--- config.mk ---
export PLATFORM = sky130hd
export DESIGN_NAME = crq_walker
export DESIGN_NICKNAME = d
export VERILOG_FILES = /design/src/hw/rtl/crq_pkg.sv /design/src/hw/rtl/crq_walker.sv
export SDC_FILE = /design/constraint.sdc
export NUM_CORES = 1
export LEC_CHECK = 0
export BUFFER_PORTS_ARGS = -buffer_cell sky130_fd_sc_hd__buf_4
export CAP_MARGIN = 20
export CORE_MARGIN = 1
export CORE_UTILIZATION = 30
export CTS_CLUSTER_DIAMETER = 40
export DETAILED_ROUTE_END_ITERATION = 8
export GPL_ROUTABILITY_DRIVEN = 0
export SETUP_SLACK_MARGIN = 0.02
export SLEW_MARGIN = 10
export SYNTH_ARGS = -nofsm -noshare
export SYNTH_HDL_FRONTEND = slang
export SYNTH_SLANG_ARGS = --single-unit
--- constraint.sdc ---
create_clock -name clk_i -period 5.1 [get_ports clk_i]
set_clock_uncertainty 0.15 [all_clocks]
set_input_delay 0.51 -clock clk_i [delete_from_list [all_inputs] [get_ports clk_i]]
set_output_delay 0.51 -clock clk_i [all_outputs]
set_load 0.02 [all_outputs]
--- src/hw/rtl/crq_pkg.sv ---
// Shared constants and types of the reachability query block.
`timescale 1ns / 1ps

package crq_pkg;

  localparam int unsigned NODES  = 64;
  localparam int unsigned NODE_W = 6;
  localparam int unsigned POS_W  = 12;
  localparam int unsigned OP_W   = 2;

  localparam logic [OP_W-1:0] OP_CLEAR = 2'd0;
  localparam logic [OP_W-1:0] OP_EDGE  = 2'd1;
  localparam logic [OP_W-1:0] OP_QUERY = 2'd2;

  typedef logic [NODES-1:0]  row_t;
  typedef logic [NODE_W-1:0] node_t;

  // Predecessor store access for one cycle.
  typedef struct packed {
    logic  clr;
    logic  rd_en;
    node_t rd_addr;
    logic  wr_en;
    node_t wr_addr;
    row_t  wr_data;
  } pred_req_t;

  // Next node chosen by the walker.
  typedef struct packed {
    logic  any;
    node_t node;
  } pick_t;

endpackage

--- src/hw/rtl/crq_walker.sv ---
// Backward walk sets and lowest pending node search.
`timescale 1ns / 1ps

module crq_walker (
  input  logic           clk_i,
  input  logic           rst_ni,
  input  logic           start_i,
  input  logic           step_i,
  input  crq_pkg::row_t  row_i,
  output crq_pkg::pick_t pick_o,
  output crq_pkg::row_t  visited_o
);

  crq_pkg::row_t pending_q, pending_d;
  crq_pkg::row_t visited_q, visited_d;
  crq_pkg::row_t merged;
  crq_pkg::row_t pick_bit;
  crq_pkg::node_t low_node;

  // Fold in the row read for the node picked last cycle.
  assign merged = (pending_q | row_i) & ~visited_q;

  always_comb begin
    low_node = '0;
    for (int i = crq_pkg::NODES - 1; i >= 0; i--) begin
      if (merged[i]) begin
        low_node = crq_pkg::node_t'(i);
      end
    end
  end

  assign pick_o.any  = |merged;
  assign pick_o.node = low_node;
  assign pick_bit    = crq_pkg::row_t'(1) << low_node;

  always_comb begin
    pending_d = pending_q;
    visited_d = visited_q;
    if (start_i) begin
      pending_d = '0;
      visited_d = '0;
    end else if (step_i && pick_o.any) begin
      visited_d = visited_q | pick_bit;
      pending_d = merged & ~pick_bit;
    end
  end

  always_ff @(posedge clk_i or negedge rst_ni) begin
    if (!rst_ni) begin
      pending_q <= '0;
      visited_q <= '0;
    end else begin
      pending_q <= pending_d;
      visited_q <= visited_d;
    end
  end

  assign visited_o = visited_q;

endmodule

# Word-level counts from Yosys, hierarchy flattened
# Cells that the tools add are included.
[word_totals]
ramBits = 0
mem_bits_ro = 0
in_bits = 68
ff_bits = 128
latch_bits = 0
memories = 0
[classes]
n_eq_ne = 0
magnitude_cmp = 0
n_shift = 1
n_div = 0
n_bitwise = 6
mul = 0
muxes = 68
reduce_logical = 3
n_addsub = 0
[ops]
columns = ["cell", "n"]
rows = [
  ["$mux W6", 64],
  ["$mux W64", 4],
  ["$and A64 B64 Y64", 2],
  ["$not A64 Y64", 2],
  ["$or A64 B64 Y64", 2],
  ["$reduce_or A64 Y1", 1],
  ["$shl A1 B6 Y64 const A", 1],
  ["$reduce_bool A2 Y1", 1],
  ["$logic_and A1 B1 Y1", 1],
]

# Longest topological paths before layout
[depth]
depth_word = 71
ltp_mapped = 11
ltp_nobuf = 9

# Worst setup path before layout
# No wires, ideal clock.
[synth_path]
path_type = "input -> output"
from = "input row_i[54]"
to = "output pick_o[0] (netlist name)"
stages = 9
arrival_ns = 2.551
setup_slack_ns = 1.889
n_path_buf = 2
path_cell_list = "o21bai_1 -> o21ai_0 -> and2_1 -> o311ai_0 -> a211oi_2 -> or2_2 -> buf_2 -> buf_2 -> a21oi_1"
[synth_rtl]
columns = ["element", "line_no", "text"]
rows = [
  ["start, declared", "crq_walker.sv:9", "input crq_pkg::row_t row_i,"],
  ["end, declared", "crq_walker.sv:10", "output crq_pkg::pick_t pick_o,"],
]

==> run metrics <==
post-synth top area share=0.444; total vias in the final route=approximately 7k; die area=24700 sq um; htree depth=4; FF-to-FF path depth=8; hold wc startpoint=row_i[36]; Final setup violation count=0; Syn Inst Count=689; layout cells sized above 1=0.297; Max Freq=0.240 GHz; core area=23500 sq um; final hold vios=0; RSZ-0062 raised after global routing=false; Post-synth top cells=dfrtp_1, o21bai_1, nand2_1, nor2_1, o2bb2ai_1; root buffer cell=clkbuf_16; asr flop ratio synth=1.00; TritonCTS buffer count=17; Worst EP required=4.44 ns; FF+latch area=around 3200 sq um; RR Startpoint=pending_q[44]$_DFFE_PN0P_; I/O pin total=139; Die Height=157 um; die width=about 160 um; CTS tree=done; layout filler cell count=about 2.4k; most frequent cell after synthesis=dfrtp_1; first-pass GRT wire length=42500 um; initial antenna violation count=0; crit-path max FO=19; Worst-Margin Slew=slightly below 0.9 ns; Total GRT Usage=0.235; Crit. End Element=output pin; setup slack, reg-to-reg=1.11 ns; clk sinks=between 100 and 150; fin crit period=4.16 ns; slew margin rel.=0.403; crit path DAT=between 3 and 4 ns; row count=56; predominant post-synthesis flop cell=dfrtp_1; worst setup path category=flip-flop to output pin; Area Growth Syn to Fin=27.6%; TritonRoute pass-1 iters=5; Port Buf Inserts=138; Non-Filler Instances=1160; # diodes=0; syn_nets=757; Max VDD drop=between 0.15 and 0.2 mV; 1st-iter DRT viols=745; sequential fraction of the synthesis area=0.444; grt ovf=0; Worst Hold Class=input port to flip-flop; clock buffer depth=2; WHS Path Cells=3; MaxCap Viol Count=0; Yosys warnings=0; post-DP HPWL=20800 um; status=finished clean; Total Nets Final=896; setup TNS=0 ns; vias per cell=6.04; area of the multi-input gates=3810 sq um; Worst-path clk slew=approximately 0.060 ns; Final Max Tran Viols=0; most area-consuming cells after synthesis=dfrtp_1, o21bai_1, o2bb2ai_1; hold_ws=0.215 ns; PwrDens=slightly below 300 nW/um^2; register bit total from synthesis=about 130; Placed Cells=1126; CP Launch Type=flip-flop; FF-to-FF End=pending_q[10]$_DFFE_PN0P_; vias in the first global route=6915; leading area contributor after synthesis=dfrtp_1; Mean Syn Cell Area=10.5 sq um; LEAKAGE=3.87 nW; post-CTS resize count=0; largest net degree at the start of global routing=65; mapped cell area=7210 sq um; Post-synth EDFFs=0; detailed-route DRC error count=0; final wirelength=between 20000 and 30000 um; Initial Utilization=0.306; worst hold path endpoint=pending_q[36]$_DFFE_PN0P_; Final ANT Viol Nets=0; post-synth cell types=78; Util after Layout=0.391; Avg WL per Cell=24.3 um; Clock Latency Late Sink=0.43 ns; Tcrit/Tclk final=0.816
-- placed cells by master (no fill, tap or decap), drive strengths merged, types with 6 or more instances in the layout --
master | netlist | layout
buf | 21 | 154
dfrtp | 128 | 128
o21bai | 65 | 65
nor2 | 48 | 48
nand2 | 46 | 46
o2bb2ai | 43 | 43
nand4 | 29 | 29
a22o | 25 | 25
o21ba | 25 | 25
a21oi | 24 | 24
clkbuf | 14 | 20
nand3 | 19 | 19
o31ai | 19 | 19
a32o | 18 | 18
nor3 | 16 | 16
o21ai | 16 | 16
a21o | 11 | 11
a32oi | 10 | 10
a211oi | 9 | 9
nor4 | 9 | 9
a311oi | 8 | 8
clkinv | 1 | 8
a31oi | 7 | 7
nor2b | 6 | 6
and2 | 6 | 6
-- state kept, by name, indices dropped and copies added, names as in the netlist --
signal / flops
pending_q: 64
visited_o: 64
-- layer usage --
| layer | vias to the layer above | part of all wire | global-route usage | wire length [um] |
|---|---|---|---|---|
| li1 | 3049 | - | - | - |
| met1 | 3517 | 0.44 | 0.328 | 12400 |
| met2 | 380 | 0.45 | 0.355 | 12700 |
| met3 | 64 | 0.077 | 0.0438 | 2190 |
| met4 | 0 | 0.034 | 0.0985 | 972 |
| met5 | - | 0 | 0 | 0 |
-- cells by family (layout without fill, tap and decap cells) --
| logic type | count (synthesis) | count (layout) | share of synthesized area |
|---|---|---|---|
| AND/OR/NAND/NOR | 202 | 202 | 0.158 |
| buffers and inverters | 41 | 193 | 0.0281 |
| multiplexers | 1 | 1 | 0.00139 |
| AO/OA/AOI/OAI | 317 | 317 | 0.368 |
| flip-flops | 128 | 128 | 0.444 |
-- per-stage QoR --
step           worst slack (ns)  power [mW]  area, sq um
6_report                  0.940        2.74         9200
3_5_place_dp              0.688        1.53         8590
3_3_place_gp              0.716        1.52         8590
2_1_floorplan              1.89        1.34         7210
4_1_cts                   0.955        2.74         9190
5_1_grt                   0.714        2.84         9200
-- power breakdown --
part / internal, mW / total, mW / leakage, nW / switching [mW]
Combinational: 0.146 / 0.423 / 1.86 / 0.278
Sequential: 1.06 / 1.09 / 1.73 / 0.0352
Clock: 0.746 / 1.23 / 0.282 / 0.479
-- layout make-up --
| cell class | instances | area share |
|---|---|---|
| multi-input combinational | 520 | 0.415 |
| sequential | 128 | 0.348 |
| timing repair buffer | 155 | 0.127 |
| clock buffer | 20 | 0.0496 |
| tap | 319 | 0.0434 |
| clock inverter | 12 | 0.0148 |
| inverter | 6 | 0.00272 |
-- worst max path at each step --
stage                                      endpoint                 startpoint  slack, ns
after floorplan                           pick_o[0]                  row_i[54]       1.89
after global placement    pending_q[10]$_DFFE_PN0P_                  row_i[16]       0.72
after detailed placement  pending_q[10]$_DFFE_PN0P_                  row_i[16]       0.69
after CTS                 pending_q[10]$_DFFE_PN0P_  pending_q[16]$_DFFE_PN0P_       0.95
after global routing                      pick_o[0]  pending_q[54]$_DFFE_PN0P_       0.71
final                                     pick_o[0]  pending_q[54]$_DFFE_PN0P_       0.94
-- critical path: stages, from the launching register on --
cell and delay (ns):
dfrtp_1 0.40, o21bai_1 0.33, o21ai_0 0.16, and2_1 0.19, o311ai_0 0.61, a211oi_2 0.28, or2_2 0.57, a21oi_1 0.34
buf_4 0.20
-- what timing repair did --
action / 4_1_cts / 5_1_grt
hold buffers: 1 / 0
hold endpoints to repair: 42 / 0
setup buffers: 0 / 0
(Power assumes the default switching activity.)
