--- src/hw/rtl/crq_pkg.sv ---
// Shared constants and types of the reachability query block.
`timescale 1ns / 1ps

package crq_pkg;

  localparam int unsigned NODES  = 64;
  localparam int unsigned NODE_W = 6;
  localparam int unsigned POS_W  = 12;
  localparam int unsigned OP_W   = 2;

  localparam logic [OP_W-1:0] OP_CLEAR = 2'd0;
  localparam logic [OP_W-1:0] OP_EDGE  = 2'd1;
  localparam logic [OP_W-1:0] OP_QUERY = 2'd2;

  typedef logic [NODES-1:0]  row_t;
  typedef logic [NODE_W-1:0] node_t;

  // Predecessor store access for one cycle.
  typedef struct packed {
    logic  clr;
    logic  rd_en;
    node_t rd_addr;
    logic  wr_en;
    node_t wr_addr;
    row_t  wr_data;
  } pred_req_t;

  // Next node chosen by the walker.
  typedef struct packed {
    logic  any;
    node_t node;
  } pick_t;

endpackage

--- src/hw/rtl/crq_pred_store.sv ---
// Predecessor row memory with per-row valid bits and registered read.
`timescale 1ns / 1ps

module crq_pred_store (
  input  logic                clk_i,
  input  logic                rst_ni,
  input  crq_pkg::pred_req_t  req_i,
  output crq_pkg::row_t       row_o
);

  crq_pkg::row_t             mem [crq_pkg::NODES];
  logic [crq_pkg::NODES-1:0] row_valid_q;
  logic                      rd_valid_q;
  crq_pkg::row_t             rd_data_q;

  always_ff @(posedge clk_i) begin
    if (req_i.wr_en) begin
      mem[req_i.wr_addr] <= req_i.wr_data;
    end
  end

  always_ff @(posedge clk_i) begin
    if (req_i.rd_en) begin
      rd_data_q <= mem[req_i.rd_addr];
    end
  end

  always_ff @(posedge clk_i or negedge rst_ni) begin
    if (!rst_ni) begin
      row_valid_q <= '0;
      rd_valid_q  <= 1'b0;
    end else begin
      if (req_i.clr) begin
        row_valid_q <= '0;
      end else if (req_i.wr_en) begin
        row_valid_q[req_i.wr_addr] <= 1'b1;
      end
      if (req_i.rd_en) begin
        rd_valid_q <= row_valid_q[req_i.rd_addr];
      end
    end
  end

  // A row never written since the last clear reads as empty.
  assign row_o = rd_valid_q ? rd_data_q : '0;

endmodule

--- config.mk ---
export PLATFORM = sky130hd
export DESIGN_NAME = crq_pred_store
export DESIGN_NICKNAME = d
export VERILOG_FILES = /design/src/hw/rtl/crq_pkg.sv /design/src/hw/rtl/crq_pred_store.sv
export SDC_FILE = /design/constraint.sdc
export NUM_CORES = 2
export LEC_CHECK = 0
export ABC_CLOCK_PERIOD_IN_PS = 3400
export BUFFER_PORTS_ARGS = -buffer_cell sky130_fd_sc_hd__buf_2
export CORE_MARGIN = 3
export CORE_UTILIZATION = 37
export DETAILED_ROUTE_END_ITERATION = 12
export SLEW_MARGIN = 0
export SYNTH_ARGS = -nofsm -noshare
export SYNTH_HDL_FRONTEND = slang
export SYNTH_SLANG_ARGS = --single-unit
export TNS_END_PERCENT = 10
--- constraint.sdc ---
create_clock -name clk_i -period 3.4 [get_ports clk_i]
set_input_delay 0.17 -clock clk_i [delete_from_list [all_inputs] [get_ports clk_i]]
set_output_delay 0.17 -clock clk_i [all_outputs]
set_load 0.01 [all_outputs]
# Word level (Yosys, flattened, before mapping)
# Memories as Yosys holds them, arrays and structs flattened. A register that Yosys moved wholly into a read port is not among the register bits.
# Cells that the tools add are included.
[word_totals]
register_bits = 65
latchBits = 0
mem_bits_rw = 4096
mem_bits_ro = 0
inputBits = 81
memories = 1
[op_classes]
add_sub_neg = 0
mul = 0
div_mod_pow = 0
order_cmp = 3
eq_ne = 0
shifts = 0
muxes = 9
bitwise_logic = 1
reduce_logical = 2
[memory_table]
columns = ["memory", "words", "word_bits", "rd", "rd_ports_with_merged_regs", "wr", "line", "rtl"]
rows = [
  ["mem", 64, 64, 1, 1, 1, "crq_pred_store.sv:11", "crq_pkg::row_t mem [crq_pkg::NODES];"],
]
[op_table]
columns = ["cell", "n"]
rows = [
  ["two-way mux 64 bit", 3],
  ["bitwise OR 64 bit", 1],
  ["less-than comparator 6 x 7 -> 1 bit, second input constant", 2],
  ["binary-select mux 1 bit (select 6 bit)", 1],
  ["demux 1 bit (select 6 bit)", 1],
  [">= comparator 6 x 1 -> 1 bit, second input constant", 1],
  ["two-way mux 1 bit", 4],
  ["nonzero test 2 bit", 1],
  ["logical AND 1 bit", 1],
]

# Logic depth before layout (Yosys ltp)
[logic_depth]
word_depth = 7
depth_mapped = 9
ltp_nobuf = 5

# Worst setup path after synthesis
# Ideal clock, no wire load.
[synth_path]
path_type = "input-to-reg"
start = "input req_i[69] (netlist name)"
end = "memory mem[48][0] (netlist name) (enable)"
setup_time_ns = 0.647
arrival_ns = 6.920
required_ns = 2.753
slack_ns = -4.167
path_stages = 4
n_path_buf = 1
cell_sequence = "clkbuf_1 > nand3_1 > or2_2 > nor4_1"
[synth_rtl]
columns = ["element", "line", "rtl"]
rows = [
  ["start: declaration", "crq_pred_store.sv:7", "input crq_pkg::pred_req_t req_i,"],
  ["end: declaration", "crq_pred_store.sv:11", ""],
]
# Straight into the memory's write port.

# Worst setup path after layout
[layout_path]
start = "input req_i[69] (netlist name)"
end = "memory mem[48][22] (netlist name) (enable)"
# Straight into the memory's write port.

==> impl_metrics.ini <==
[synthesis]
syn_area_sq_um = 160000
synth_cells = 6382
syn_area_per_cell_sq_um = 25.1
syn_nets = 6463
yosysSeqAreaShare_pct = 79.1
yosys_warnings = 0
ys_ff_latch = 4225
yosysUniqueCellTypes = 30

[grt]
grt_pass1_vias = 76551
antenna_found_initial = 44
grt_pass1_wl_um = 625000
grt_overflow_total = 0
grt_max_degree = 83
track_usage_pct = 20.3

[routing]
drt_iter0_drc = 9993
via_per_inst = 5.80
vias = 75848
wire_per_inst_um = 34.6
drc = 0
routed.top_layer = met5
wl_um = 452000
wl_met3_um = 42000
wl_met2_um = 224000
drt_pre_antenna_iters = 5
ant_nets = 0
drt-met1-wl_um = 175000

[sta]
worst_pin_slew_ps = 1190
setup_ws_ps = 77.2
setup_violations = 0
fin_setup_tns_ps = 0
relSlewSlack_pct = 20.6
fin_crit_sh_pct = 97.7
fmax_ghz = 0.301
skew_ps = 54.0
finalHoldViolations = 0
fin_crit_ps = 3320
rsz0062_at_grt = no
maxSlewViolCount = 0

[worst_setup_path]
cp_max_fo = 27
crit_chain = dlygate4sd3_1 -> buf_2 -> nand3_1 -> dlygate4sd3_1 -> or2_2 -> dlygate4sd3_1 -> nor4_4 -> buf_12
start_kind = input pin
cp.arrival_ps = 3890
crit_slowest_cell = dlygate4sd3_1
path_class = in -> reg
endpoint_kind = flip-flop
crit_path_max_incr_delay_ps = 680
cpMostUsedCell = dlygate4sd3_1
crit_required_ps = 3960

[placed_design]
finalWeightedCongestion = 0.752
dp_hpwl_um = 227000
io_buffer_count = 144
pre_cts_ws_ps = 417

[clock_tree]
cts.sinks = 4225
cts_tree = built
clkSlewWorstSetupHoldPaths_ps = 60
clk_root_buffer_cell = clkbuf_16
cts.repair.resized = 0
clockBufferDepth = 4
clk_latency_ps = 950
numCtsBuffers = 415
h-tree-depth = 5

[floorplanning]
io_pins = 145
dieHeight_um = 663
initial_core_util_pct = 37.3
dieWidth_um = 663
row_count = 240
core_area_sq_um = 429000
dieArea_sq_um = 440000

[status]
status = finished clean

[finish]
multiInputGateArea_sq_um = 32400
synthToLayoutAreaGrowth_pct = 16.1
final_cell_mix = 4160 x edfxtp_1, 1289 x mux4_2, 424 x clkbuf_16
utilization_pct = 43.3
nFillCells = 35938
seq_area_sq_um = 127000
drive_gt1_share_pct = 32.7
final_common_cell = edfxtp_1
layout.nets = 7118

[power]
peakVddDrop_uv = 417
p_per_area_nw_per_um2 = 577
p_leak_nw = 57.5

[min_path]
worstHoldPathType = in -> reg

[flow_run]
maxCapViolations = 0
-- worst paths after layout --
check | start | to | slack, ps | depth (start not counted)
max | req_i[69] | mem[48][22]$_DFFE_PP_ | 80 | 8
min in group asynchronous | rst_ni | row_valid_q[4]$_DFFE_PN0P_ | 470 | 4
min reg2reg | row_valid_q[41]$_DFFE_PN0P_ | row_valid_q[41]$_DFFE_PN0P_ | 500 | 2
min | req_i[75] | rd_data_q[59]$_DFFE_PP_ | 130 | 4
max in group asynchronous | rst_ni | row_valid_q[47]$_DFFE_PN0P_ | 2560 | 4
max reg2reg | mem[23][62]$_DFFE_PP_ | rd_data_q[62]$_DFFE_PP_ | 1150 | 4
-- synthesized netlist by cell type --
master,number,area [sq um]
mux4_2,1289,29000
nor2b_1,7,43.8
or2_2,1,6.26
nor4_1,1,6.26
dfrtp_1,65,1630
buf_6,3,33.8
a311oi_1,2,17.5
buf_1,20,75.1
inv_1,2,7.51
edfxtp_1,4160,125000
clkbuf_1,206,773
or3_1,1,6.26
a31oi_1,3,18.8
a41o_1,1,10.0
nand2b_1,3,18.8
a22oi_1,132,991
nand2_1,74,278
nand3_1,11,55.1
or3b_2,1,8.76
nand4_1,1,6.26
and2_1,66,413
nand3b_1,2,15.0
buf_4,2,15.0
buf_2,111,556
a21oi_1,4,20.0
a211oi_1,1,7.51
nor3_1,4,20.0
mux2i_1,20,200
nor2_1,188,706
o21ba_2,1,10.0
-- flip-flops by register name (all words and copies together), names as in the netlist --
signal	flops
rd_valid_q	1
mem	4096
rd_data_q	64
row_valid_q	64
-- worst max-delay path, delay by kind of cell --
kind          cells  cell delay [ps]
simple gates      3             1100
buf+inv           5             2500
-- what timing repair did --
action,in CTS,in global routing
hold buffers,87,0
hold endpoints to repair,4188,0
setup buffers,0,0
endpoints found under the setup margin,0,0
-- per-stage QoR --
stage	std cells	cell area [sq um]	power, mW	hold slack [ps]
after CTS	13061	186000	108	30.4
after global placement	12220	172000	63.9	402
final	13076	186000	107	130
after global routing	13063	186000	110	114
after floorplan	6382	160000	61.7	-126
after detailed placement	12220	172000	64.1	433
-- kinds of logic (layout without fill, tap and decap cells) --
kind of cell	count (synthesis)	count (layout)	share of synthesized area, %
and+or+nand+nor	360	360	0.990
muxes	1309	1309	18.3
AOI/OAI and AO/OA	144	144	0.672
other	0	15	0
DFF	4225	4225	79.1
buffers and inverters	344	1336	0.913
-- power breakdown --
part | total [mW] | switching, mW | internal [mW]
Combinational | 5.08 | 2.86 | 2.22
Sequential | 57.9 | 0.220 | 57.7
Clock | 44.1 | 19.2 | 24.9
Total | 107 | 22.3 | 84.8
-- layout make-up --
class / count / area share, %
flip-flops and latches: 4225 / 68.2
multi-input cells: 1813 / 17.5
clock buffers: 527 / 5.94
well taps: 5687 / 3.83
repair buffers: 580 / 3.57
clock inverters: 227 / 1.01
diodes: 15 / 0.0202
inverters: 2 / 0.00404
-- layer usage --
| metal | global-route usage [%] | vias up |
|---|---|---|
| li1 | - | 29065 |
| met1 | 28.1 | 42080 |
| met2 | 33.6 | 4029 |
| met3 | 3.30 | 670 |
| met4 | 5.10 | 4 |
| met5 | 0 | - |
(Power assumes the default switching activity.)
